[src/rtl/cv2d_pkg.sv]
package cv2d_pkg;

  localparam int MAX_WIDTH    = 32;
  localparam int MAX_HEIGHT   = 32;
  localparam int MAX_CHANNELS = 4;
  localparam int MAX_FILTERS  = 8;
  localparam int MAX_KERNEL   = 5;

  localparam int FILT_W = 3;
  localparam int CH_W   = 2;
  localparam int POS_W  = 5;
  localparam int DATA_W = 32;
  localparam int PIX_W  = 16;
  localparam int KS_W   = 3;
  localparam int DIM_W  = 6;
  localparam int NC_W   = 3;
  localparam int CFG_W  = 6;
  localparam int ACC_W  = 40;

  localparam int PIX_DEPTH = MAX_CHANNELS * MAX_HEIGHT * MAX_WIDTH;
  localparam int WGT_DEPTH = MAX_FILTERS * MAX_CHANNELS * MAX_KERNEL * MAX_KERNEL;
  localparam int PIX_AW    = $clog2(PIX_DEPTH);
  localparam int WGT_AW    = $clog2(WGT_DEPTH);
  localparam int KK        = MAX_KERNEL * MAX_KERNEL;
  localparam int WPF       = MAX_CHANNELS * KK;

  localparam int S_DATA_W = 48;
  localparam int M_DATA_W = 32;

  typedef enum logic [1:0] {
    CMD_PIXEL,
    CMD_WEIGHT,
    CMD_BIAS,
    CMD_COMPUTE
  } cmd_e;

  typedef enum logic [1:0] {
    CFG_KERNEL,
    CFG_WIDTH,
    CFG_HEIGHT,
    CFG_CHANNELS
  } cfg_idx_e;

  typedef struct packed {
    logic load_bias;
    logic tap_vld;
  } mac_ctrl_t;

  function automatic logic signed [PIX_W-1:0] sat16(input logic signed [DATA_W-1:0] d);
    logic [DATA_W-PIX_W:0] top;
    top = d[DATA_W-1:PIX_W-1];
    if ((&top) || !(|top)) begin
      return d[PIX_W-1:0];
    end
    return d[DATA_W-1] ? {1'b1, {(PIX_W-1){1'b0}}} : {1'b0, {(PIX_W-1){1'b1}}};
  endfunction

  function automatic logic [DATA_W-1:0] sat32(input logic signed [ACC_W-1:0] a);
    logic [ACC_W-DATA_W:0] top;
    top = a[ACC_W-1:DATA_W-1];
    if ((&top) || !(|top)) begin
      return a[DATA_W-1:0];
    end
    return a[ACC_W-1] ? {1'b1, {(DATA_W-1){1'b0}}} : {1'b0, {(DATA_W-1){1'b1}}};
  endfunction

  function automatic logic [DIM_W-1:0] clamp_dim(input logic [DIM_W-1:0] v, input int hi);
    if (v == '0) begin
      return DIM_W'(1);
    end
    if (int'(v) > hi) begin
      return DIM_W'(hi);
    end
    return v;
  endfunction

  function automatic logic [PIX_AW-1:0] pix_addr(input logic [CH_W-1:0] c,
                                                 input logic [POS_W-1:0] r,
                                                 input logic [POS_W-1:0] x);
    return PIX_AW'((int'(c) * MAX_HEIGHT + int'(r)) * MAX_WIDTH + int'(x));
  endfunction

  function automatic logic [WGT_AW-1:0] wgt_addr(input logic [FILT_W-1:0] f,
                                                 input logic [CH_W-1:0] c,
                                                 input logic [POS_W-1:0] r,
                                                 input logic [POS_W-1:0] x);
    return WGT_AW'(((int'(f) * MAX_CHANNELS + int'(c)) * MAX_KERNEL + int'(r))
                   * MAX_KERNEL + int'(x));
  endfunction

endpackage

[src/rtl/cv2d_mac.sv]
module cv2d_mac (
  input  logic                                    clk_i,
  input  logic                                    rst_ni,
  input  cv2d_pkg::mac_ctrl_t                     ctrl_i,
  input  logic signed [cv2d_pkg::PIX_W-1:0]       pix_i,
  input  logic signed [cv2d_pkg::PIX_W-1:0]       wgt_i,
  input  logic signed [cv2d_pkg::DATA_W-1:0]      bias_i,
  output logic signed [cv2d_pkg::ACC_W-1:0]       acc_o,
  output logic                                    busy_o
);

  logic                                 mul_vld_q;
  logic signed [2*cv2d_pkg::PIX_W-1:0]  prod_q;
  logic signed [cv2d_pkg::ACC_W-1:0]    acc_q;

  always_ff @(posedge clk_i or negedge rst_ni) begin
    if (!rst_ni) begin
      mul_vld_q <= 1'b0;
    end else begin
      mul_vld_q <= ctrl_i.tap_vld;
    end
  end

  always_ff @(posedge clk_i) begin
    prod_q <= pix_i * wgt_i;
    if (ctrl_i.load_bias) begin
      acc_q <= cv2d_pkg::ACC_W'(bias_i);
    end else if (mul_vld_q) begin
      acc_q <= acc_q + cv2d_pkg::ACC_W'(prod_q);
    end
  end

  assign acc_o  = acc_q;
  assign busy_o = mul_vld_q;

endmodule

[config.mk]
export PLATFORM = sky130hd
export DESIGN_NAME = cv2d_mac
export DESIGN_NICKNAME = d
export VERILOG_FILES = /design/src/rtl/cv2d_pkg.sv /design/src/rtl/cv2d_mac.sv
export SDC_FILE = /design/constraint.sdc
export NUM_CORES = 1
export LEC_CHECK = 0
export BUFFER_PORTS_ARGS = -buffer_cell sky130_fd_sc_hd__buf_2
export CAP_MARGIN = 0
export CORE_MARGIN = 2
export CORE_UTILIZATION = 40
export CTS_CLUSTER_SIZE = 20
export DETAILED_ROUTE_END_ITERATION = 16
export GPL_ROUTABILITY_DRIVEN = 0
export PLACE_DENSITY = 0.64
export SLEW_MARGIN = 20
export SYNTH_ARGS = -nofsm -noshare
export SYNTH_HDL_FRONTEND = slang
export SYNTH_SLANG_ARGS = --single-unit
[constraint.sdc]
create_clock -name clk_i -period 3.5 [get_ports clk_i]
set_clock_uncertainty 0.15 [all_clocks]
set_input_delay 1.05 -clock clk_i [delete_from_list [all_inputs] [get_ports clk_i]]
set_output_delay 1.05 -clock clk_i [all_outputs]
set_load 0.05 [all_outputs]
Word level (Yosys, flattened, before mapping)
Cells that the tools add are included.
- logic and storage cells: 8
- flip-flop bits (word level): 73
- output and inout port bits: 41
- memory bits (writable): 0
- ROM bits: 0
- latch bits: 0
- memories kept: 0
- input bits: 68
- multiply operators: 1
- div/mod/pow operators: 0
- eq/ne operators: 0
- shift operators: 0
- add/subtract/negate cells: 1
- order comparisons: 0
- mux-type cells: 2
- reduce and logical (&&, ||, !) cells: 1
- bitwise gates (word level): 0
- operators by type and width (cell ; count):
    two-way mux 40 bit ; 2
    adder 40 x 32 -> 40 bit ; 1
    multiplier 16 x 16 -> 32 bit ; 1
    nonzero test 2 bit ; 1

Depth between registers and ports, before layout
Gate-level depths: netlist of run 1.
- depth in word-level cells: 3
- depth in mapped cells: 23
- mapped depth without buffers: 21

Worst setup path after synthesis of run 1
OpenSTA, ideal clock, no wires.
- path kind: input port to flip-flop
- start: in wgt_i[2] (netlist name)
- end: reg prod_q[23] (netlist name)
- arrival time: 6.508 ns
- setup time: 0.072 ns
- setup slack: -3.230 ns
- path buffers: 1
- stages: 21
- required time: 3.278 ns
- path through: clkbuf_1 -> and2_1 -> fa_1 -> inv_1 -> fa_1 -> fa_1 -> inv_1 -> fa_1 -> fa_1 -> inv_1 -> fa_1 -> inv_1 -> ha_1 -> a21o_1 -> a31o_2 -> a221o_1 -> a21o_1 -> and2_1 -> o21a_1 -> o41ai_1 -> xnor2_1
- cells in the longest elaborated chain, start to end: 1
- RTL lines (item ; RTL line ; RTL):
    start, declared ; cv2d_mac.sv:6 ; input logic signed [cv2d_pkg::PIX_W-1:0] wgt_i,
    multiplier 16 x 16 -> 32 bit ; cv2d_mac.sv:25 ; prod_q <= pix_i * wgt_i;
    end signal, assigned ; cv2d_mac.sv:25 ;
    end, declared ; cv2d_mac.sv:13 ; logic signed [2*cv2d_pkg::PIX_W-1:0] prod_q;
No other way between the ends.
A chain may end at the register's enable or synchronous reset.

Final worst setup path of run 1
- start: in wgt_i[4] (netlist name)
- end: reg prod_q[23] (netlist name)
The elaborated chain is that of the path after synthesis.

==> results.toml, run 1 <==
[synth]
syn_inst = 1558
synth_top_area_cell = "fa_1"
synth-async-reset-ratio = 0.0137
synth_flop_cell = "edfxtp_1"
yosysUniqueCellTypes = 61
yosysMostFrequentCell = "inv_1"
synth-edff-count = 40
avgSynthCellArea_um2 = 9.20
synth_top_area_frac = 0.367
synth.top_cells.by_count = "296 x inv_1, 263 x fa_1, 182 x nand2_1"
synthTopCellsByArea = "fa_1 37%, ha_1 11%, edfxtp_1 8.4%, inv_1 7.8%, and2_1 5.6%"
ys_seq_area_frac = 0.130
yosysWarnings = 0
syn_area_mm2 = 0.0143
syn-num-nets = 2010
ys_ff_latch = 73

[drt]
dr_total_vias = 11436
drcViolationCount = 0
drtAntennaViolNets = 0
dr.pass1.iters = 5
drtIter0Drc = 608
wl_per_cell_um = 16.0
wl_mm = 36.4
viasPerCell = 5.04

[critical_path]
critPathArrivalTime_ps = 6370
crit_required_ps = 3560
rr_startpoint = "acc_o[0]"
r2r_cells = 11
rr_endpoint = "acc_o[24]"
end_kind = "flop"
r2r_slack_ps = 120
crit_start = "wgt_i[4]"
path_class = "input port to flop"
critPathLaunchType = "input port"
crit_fanout = 7
endpoint = "prod_q[23]"

[clocking]
clk_pin_slew_ps = 60
root_buffer = "clkbuf_16"
clock_latency_ps = 340
ctsHtreeMaxLevel = 3
cts_num_sinks = 73
cts_made_buffers = 9
cts_hold_buf = 0
cts_tree = "done"
cts_buffer_depth = 2

[layout]
fin_util = 0.505
fin_area_mm2 = 0.0179
drive_gt1_frac = 0.251
area_growth_pct = 24.8
insertedDiodeCount = 0
nNetsFinal = 2257

[timing]
fin_crit_ps = 6310
finalCritPeriodShare = 1.80
setup_tns_ps = -57470
timing.slew.headroom = 0.618
setup_viol = 27
hold_viol_final = 0
tightest_slew_ps = 573
final.setup.worst_slack_ps = -2810
grt_setup_unrepaired = "true"
fmax_mhz = 159
slew_violations = 0

[floorplan]
die_h_um = 193
die_width_um = 193
start_util = 0.405
coreArea_mm2 = 0.0354
io_pins = 109
fp-row-count = 69
die-area_mm2 = 0.0374

[run_status]
status = "complete, but fails checks"
violations = "setup timing"

[worst_hold_path]
worst_hold_path_type = "input port to async pin"

[global_routing]
grt_pass1_vias = 11989
overflow = 0
grt_usage = 0.196
antenna_found_initial = 0
grt_pass1_wl_mm = 59.9
grt_max_degree = 41

[placed_design]
placed_cell_area_mm2 = 0.0168
pre_cts_ws_ps = -3240
io_buffers = 108
place_hpwl_mm = 31.1

[job]
maxCapViolations = 0
==> critical path, cell delays in order <==
cell and delay [ps]:
buf_12 110, and2_4 150, fa_1 560, inv_2 40, fa_1 450, fa_1 540, inv_2 40, fa_1 460
fa_1 540, inv_2 50, fa_1 520, inv_2 50, ha_4 210, a21o_1 170, a31o_2 210, a221o_1 330
a21o_1 190, and2_4 140, o21a_1 200, o41ai_2 230, xnor2_1 120
==> cells in the final DEF, fill, tap and decap left out, types with 6 or more instances in the layout <==
cell type,n
inv_1,278
fa_1,248
nand2_1,173
buf_4,161
and2_1,110
ha_1,96
buf_2,88
o21ai_0,62
nor2_1,43
a21oi_1,42
edfxtp_1,40
buf_6,37
xnor2_1,36
dfxtp_1,32
a21o_1,29
ha_4,22
xor2_1,20
and2_4,19
inv_2,18
nand3_1,16
fa_2,15
nor3_1,14
a211oi_1,13
a21oi_2,11
nand4_1,10
clkbuf_16,10
o21a_1,9
nand2_2,7
o211ai_1,7
nand2b_1,6
nand3b_1,6
o21bai_1,6
buf_12,6
==> stage by stage <==
stage / hold WS (ps) / cells
after floorplan: 495 / 1558
after global placement: 501 / 2236
after detailed placement: 542 / 2236
after CTS: 312 / 2262
after global routing: 314 / 2271
final: 326 / 2271
==> sequential cells by signal, summed over array words and instances, names as in the netlist <==
register / flops
acc_o: 40
prod_q: 32
busy_o: 1
==> how the worst min path moves through the flow <==
stage | to | slack [ps]
final | busy_o | 330
after global routing | busy_o | 310
after CTS | busy_o | 310
after detailed placement | acc_o[0] | 540
after global placement | acc_o[0] | 500
after floorplan | acc_o[0] | 490
==> routing by layer <==
metal / track usage / up-vias / routed length [um]
li1: - / 5454 / -
met1: 0.271 / 5695 / 16600
met2: 0.337 / 252 / 18000
met3: 0.0178 / 35 / 1310
met4: 0.0416 / 0 / 585
met5: 0 / - / 0
==> area by class of cell <==
| type | count | area, um2 |
|---|---|---|
| Sequential cell | 73 | 1870 |
| Timing Repair Buffer | 292 | 2190 |
| Tap cell | 461 | 577 |
| Multi-Input combinational cell | 1133 | 11800 |
| Clock inverter | 6 | 48.8 |
| Fill cell | 3293 | 17500 |
| Clock buffer | 10 | 250 |
| Inverter | 296 | 1110 |
==> logic make-up (layout without fill, tap and decap cells) <==
kind of cell,Yosys count,count (layout),synth area share
AOI/OAI and AO/OA,240,240,0.110
xor gates and xnor gates,61,61,0.0373
adders and majority gates,384,384,0.473
buffers and inverters,352,604,0.0923
DFF,73,73,0.130
muxes,5,5,0.00375
and+or+nand+nor,443,443,0.153
==> what timing repair did <==
action	CTS	global route
setup buffers	11	9
endpoints found under the setup margin	28	30
pin swaps	47	35
gates resized for setup	102	49
Power of run 1 is left out: the tool's default activity adds up to more than one toggle a clock period on the data nets, which glitch-free logic cannot reach.
==> run 2, diff against run 1 <==
--- a/config.mk
+++ b/config.mk
@@ -9,6 +9,7 @@
 export CAP_MARGIN = 0
 export CORE_MARGIN = 2
 export CORE_UTILIZATION = 40
+export CTS_BUF_LIST = sky130_fd_sc_hd__clkbuf_2 sky130_fd_sc_hd__clkbuf_4 sky130_fd_sc_hd__clkbuf_8
 export CTS_CLUSTER_SIZE = 20
 export DETAILED_ROUTE_END_ITERATION = 16
 export GPL_ROUTABILITY_DRIVEN = 0
==> results.toml, run 2 (synthesis results as in run 1) <==
[layout]
final_common_cell = "inv_1"
largest_register_ffs = 40
nNetsFinal = 2256
nFillCells = 3315
area_growth_pct = 24.3
mostFrequentLayoutCells = "276 x inv_1, 245 x fa_1, 174 x nand2_1, 157 x buf_4, 109 x and2_1"
insertedDiodeCount = 0
fin_area_mm2 = 0.0178
drive_gt1_frac = 0.255

[timing]
slew_violations = 0
final.setup.worst_slack_ps = -2870
setup_tns_ps = -57770
finalCritPeriodShare = 1.82
timing.slew.headroom = 0.619
fin_crit_ps = 6370
tightest_slew_ps = 571
setup_viol = 27
hold_viol_final = 0
grt_setup_unrepaired = "true"
hold_ws_ps = 303
fmax_mhz = 157

[critical_path]
path_class = "input port to flop"
critPathLaunchType = "input port"
r2r_cells = 11
critPathArrivalTime_ps = 6460
crit_required_ps = 3590
endpoint = "prod_q[23]"
r2r_slack_ps = 130
end_kind = "flop"
rr_endpoint = "acc_o[24]"
crit_fanout = 4
crit_start = "wgt_i[5]"
rr_startpoint = "acc_o[0]"

[drt]
viasPerCell = 5.03
wl_met3_mm = 1.44
drcViolationCount = 0
wl_mm = 36.2
met2_length_mm = 17.8
dr_total_vias = 11417
highest_layer = "met4"
drtAntennaViolNets = 0
wirelength_met1_mm = 16.4
drtIter0Drc = 583
wl_per_cell_um = 16.0
dr.pass1.iters = 5

[job]
maxCapViolations = 0

[run_status]
status = "complete, but fails checks"
violations = "setup timing"

[placed_design]
placed_cell_area_mm2 = 0.0168
io_buffers = 108
pre_cts_ws_ps = -3240
place_hpwl_mm = 31.1

[global_routing]
grt_max_degree = 41
antenna_found_initial = 0
overflow = 0
grt_pass1_vias = 11949
grt_pass1_wl_mm = 59.5
grt_usage = 0.195

[clocking]
cts_buffer_depth = 2
clk_pin_slew_ps = 80
cts_num_sinks = 73
root_buffer = "clkbuf_8"
cts_hold_buf = 0
ctsHtreeMaxLevel = 3
cts_made_buffers = 9
clock_latency_ps = 360
cts_tree = "done"

[floorplan]
start_util = 0.405
die-area_mm2 = 0.0374
coreArea_mm2 = 0.0354
die_width_um = 193
die_h_um = 193
fp-row-count = 69
io_pins = 109

[worst_hold_path]
worst_hold_path_type = "input port to async pin"
[run 2: cell types whose count changed in the layout (fill, tap and decap cells not counted), sizes merged]
cell and delta:
bufinv +1, buf -1, clkbuf -1
[run 2: how the worst min path moves through the flow]
stage                         start        to  slack [ps]  cells past startpoint
after detailed placement  prod_q[0]  acc_o[0]         540                      2
after floorplan           prod_q[0]  acc_o[0]         490                      2
after global routing         rst_ni    busy_o         290                      1
final                        rst_ni    busy_o         300                      1
after global placement    prod_q[0]  acc_o[0]         500                      2
after CTS                    rst_ni    busy_o         280                      1
[run 2: layer usage]
layer | vias to the layer above | global-route usage
met5 | - | 0
met4 | 0 | 0.0396
met3 | 36 | 0.0174
met2 | 271 | 0.335
met1 | 5663 | 0.269
li1 | 5447 | -
[run 2: repair_timing]
item | in CTS | in global routing
setup endpoints to repair | 28 | 30
pin swaps | 44 | 41
setup buffers | 12 | 9
gates resized for setup | 103 | 59
[run 2: cell type report]
cell class | count | area, um2 | area share
Multi-Input combinational cell | 1133 | 11900 | 0.666
Timing Repair Buffer | 291 | 2190 | 0.123
Sequential cell | 73 | 1870 | 0.105
Inverter | 296 | 1110 | 0.0624
Tap cell | 461 | 577 | 0.0324
Clock buffer | 9 | 124 | 0.00695
Clock inverter | 7 | 78.8 | 0.00443
[run 2: metrics by stage]
step / instances / util
after CTS: 2263 / 0.495
final: 2270 / 0.503
after global placement: 2236 / 0.475
after detailed placement: 2236 / 0.475
after floorplan: 1558 / -
after global routing: 2270 / 0.503
[run 2: worst max-delay path: stages]
cell,delay [ps]
buf_8,100
buf_12,120
and2_1,160
fa_1,520
inv_1,60
fa_1,400
fa_1,450
fa_1,510
inv_1,60
fa_1,560
inv_2,50
fa_1,500
inv_2,50
ha_4,230
a21o_1,190
a31o_2,210
a221o_1,360
a21o_1,190
and2_4,170
o21a_1,180
o41ai_2,230
xnor2_1,120
Power of run 2 is left out for the same reason.
==> run 3, diff against run 2 <==
--- a/config.mk
+++ b/config.mk
@@ -7,6 +7,7 @@
 export LEC_CHECK = 0
 export BUFFER_PORTS_ARGS = -buffer_cell sky130_fd_sc_hd__buf_2
 export CAP_MARGIN = 0
+export CORE_ASPECT_RATIO = 0.6
 export CORE_MARGIN = 2
 export CORE_UTILIZATION = 40
 export CTS_BUF_LIST = sky130_fd_sc_hd__clkbuf_2 sky130_fd_sc_hd__clkbuf_4 sky130_fd_sc_hd__clkbuf_8
==> results.toml, run 3 (synthesis results as in run 1) <==
[placed_design]
placed_cell_area_mm2 = 0.0168
place_hpwl_mm = 31.0
io_buffers = 108

[critical_path]
crit_fanout = 6
critPathLaunchType = "input port"
critPathArrivalTime_ps = 6420
rr_endpoint = "acc_o[24]"
rr_startpoint = "acc_o[0]"
crit_required_ps = 3670
end_kind = "flop"
r2r_slack_ps = 110
r2r_cells = 11
path_class = "input port to flop"

[layout]
fin_area_mm2 = 0.0179
area_growth_pct = 25.2
nNetsFinal = 2253
mostFrequentLayoutCells = "275 x inv_1, 244 x fa_1, 169 x nand2_1, 154 x buf_4, 101 x and2_1"
final_common_cell = "inv_1"
largest_register_ffs = 40
drive_gt1_frac = 0.262

[clocking]
cts_buffer_depth = 2
cts_num_sinks = 73
clock_latency_ps = 400
ctsHtreeMaxLevel = 3
clk_pin_slew_ps = 80
root_buffer = "clkbuf_8"
cts_hold_buf = 0
cts_made_buffers = 9
cts_tree = "done"

[timing]
hold_ws_ps = 262
fmax_mhz = 160
timing.slew.headroom = 0.600
finalCritPeriodShare = 1.79
hold_viol_final = 0
slew_violations = 0
grt_setup_unrepaired = "true"
final.setup.worst_slack_ps = -2750
fin_crit_ps = 6250
tightest_slew_ps = 601
setup_viol = 27

[drt]
drtAntennaViolNets = 0
drcViolationCount = 0
viasPerCell = 5.07
dr_total_vias = 11538
wl_per_cell_um = 16.1
drtIter0Drc = 681
dr.pass1.iters = 7
wl_mm = 36.5

[floorplan]
io_pins = 109
die_h_um = 151
die_width_um = 248
start_util = 0.408
fp-row-count = 53
die-area_mm2 = 0.0374
coreArea_mm2 = 0.0351

[job]
maxCapViolations = 0

[global_routing]
antenna_found_initial = 1
grt_max_degree = 41
grt_usage = 0.207
grt_pass1_vias = 12198
grt_pass1_wl_mm = 61.6
overflow = 0

[worst_hold_path]
worst_hold_path_type = "input port to async pin"

[run_status]
violations = "setup timing"
status = "complete, but fails checks"
[run 3: area by class of cell]
type                       instances  area (um2)
antenna                            1        2.50
clock buffer                      14         174
clock inverter                     2        37.5
fill                            3269       17200
inverter                         296        1110
multi-input combinational       1133       11900
sequential                        73        1870
tap                              467         584
timing repair buffer             288        2250
[run 3: how the worst max path moves through the flow]
stage          slack, ps  cells after the start       from          to
4_1_cts            -2720                     21  pix_i[11]  prod_q[29]
5_1_grt            -2920                     21  pix_i[11]  prod_q[23]
6_report           -2750                     21  pix_i[11]  prod_q[23]
3_5_place_dp       -3300                     20  pix_i[15]  prod_q[31]
3_3_place_gp       -3210                     21   wgt_i[2]  prod_q[31]
2_1_floorplan      -2950                     21   wgt_i[4]  prod_q[23]
[run 3: metal layers]
metal | share of wire | global-route usage | up-vias
li1 | - | - | 5440
met1 | 0.47 | 0.304 | 5812
met2 | 0.46 | 0.328 | 257
met3 | 0.058 | 0.0335 | 29
met4 | 0.011 | 0.0339 | 0
met5 | 0 | 0 | -
[run 3: what timing repair did]
item                                    in CTS  in global routing
gates cloned                                 1                  0
pin swaps                                   77                 32
gates resized for setup                    177                 33
endpoints found under the setup margin      28                 32
buffers inserted                            17                  6
[run 3: critical path, stage by stage]
cell and delay (ps):
buf_8 110, and2_4 150, fa_1 540, inv_1 50, fa_1 490, fa_1 540
inv_1 50, fa_1 450, fa_1 530, inv_2 40, fa_1 520, inv_2 50
ha_4 200, a21o_1 160, a31o_2 220, a221o_1 330, a21o_1 200, and2_4 170
o21a_1 180, o41ai_2 230, xnor2_1 150
[run 3: metrics by stage]
step	utilization	setup WS [ps]	instances	TNS [ps]
floorplan	-	-2950	1558	-56940
global placement	0.477	-3210	2236	-69520
detailed placement	0.477	-3300	2236	-70550
CTS	0.505	-2720	2270	-54900
global route	0.510	-2920	2273	-59260
finish	0.510	-2750	2274	-55520
Power of run 3 is left out for the same reason.
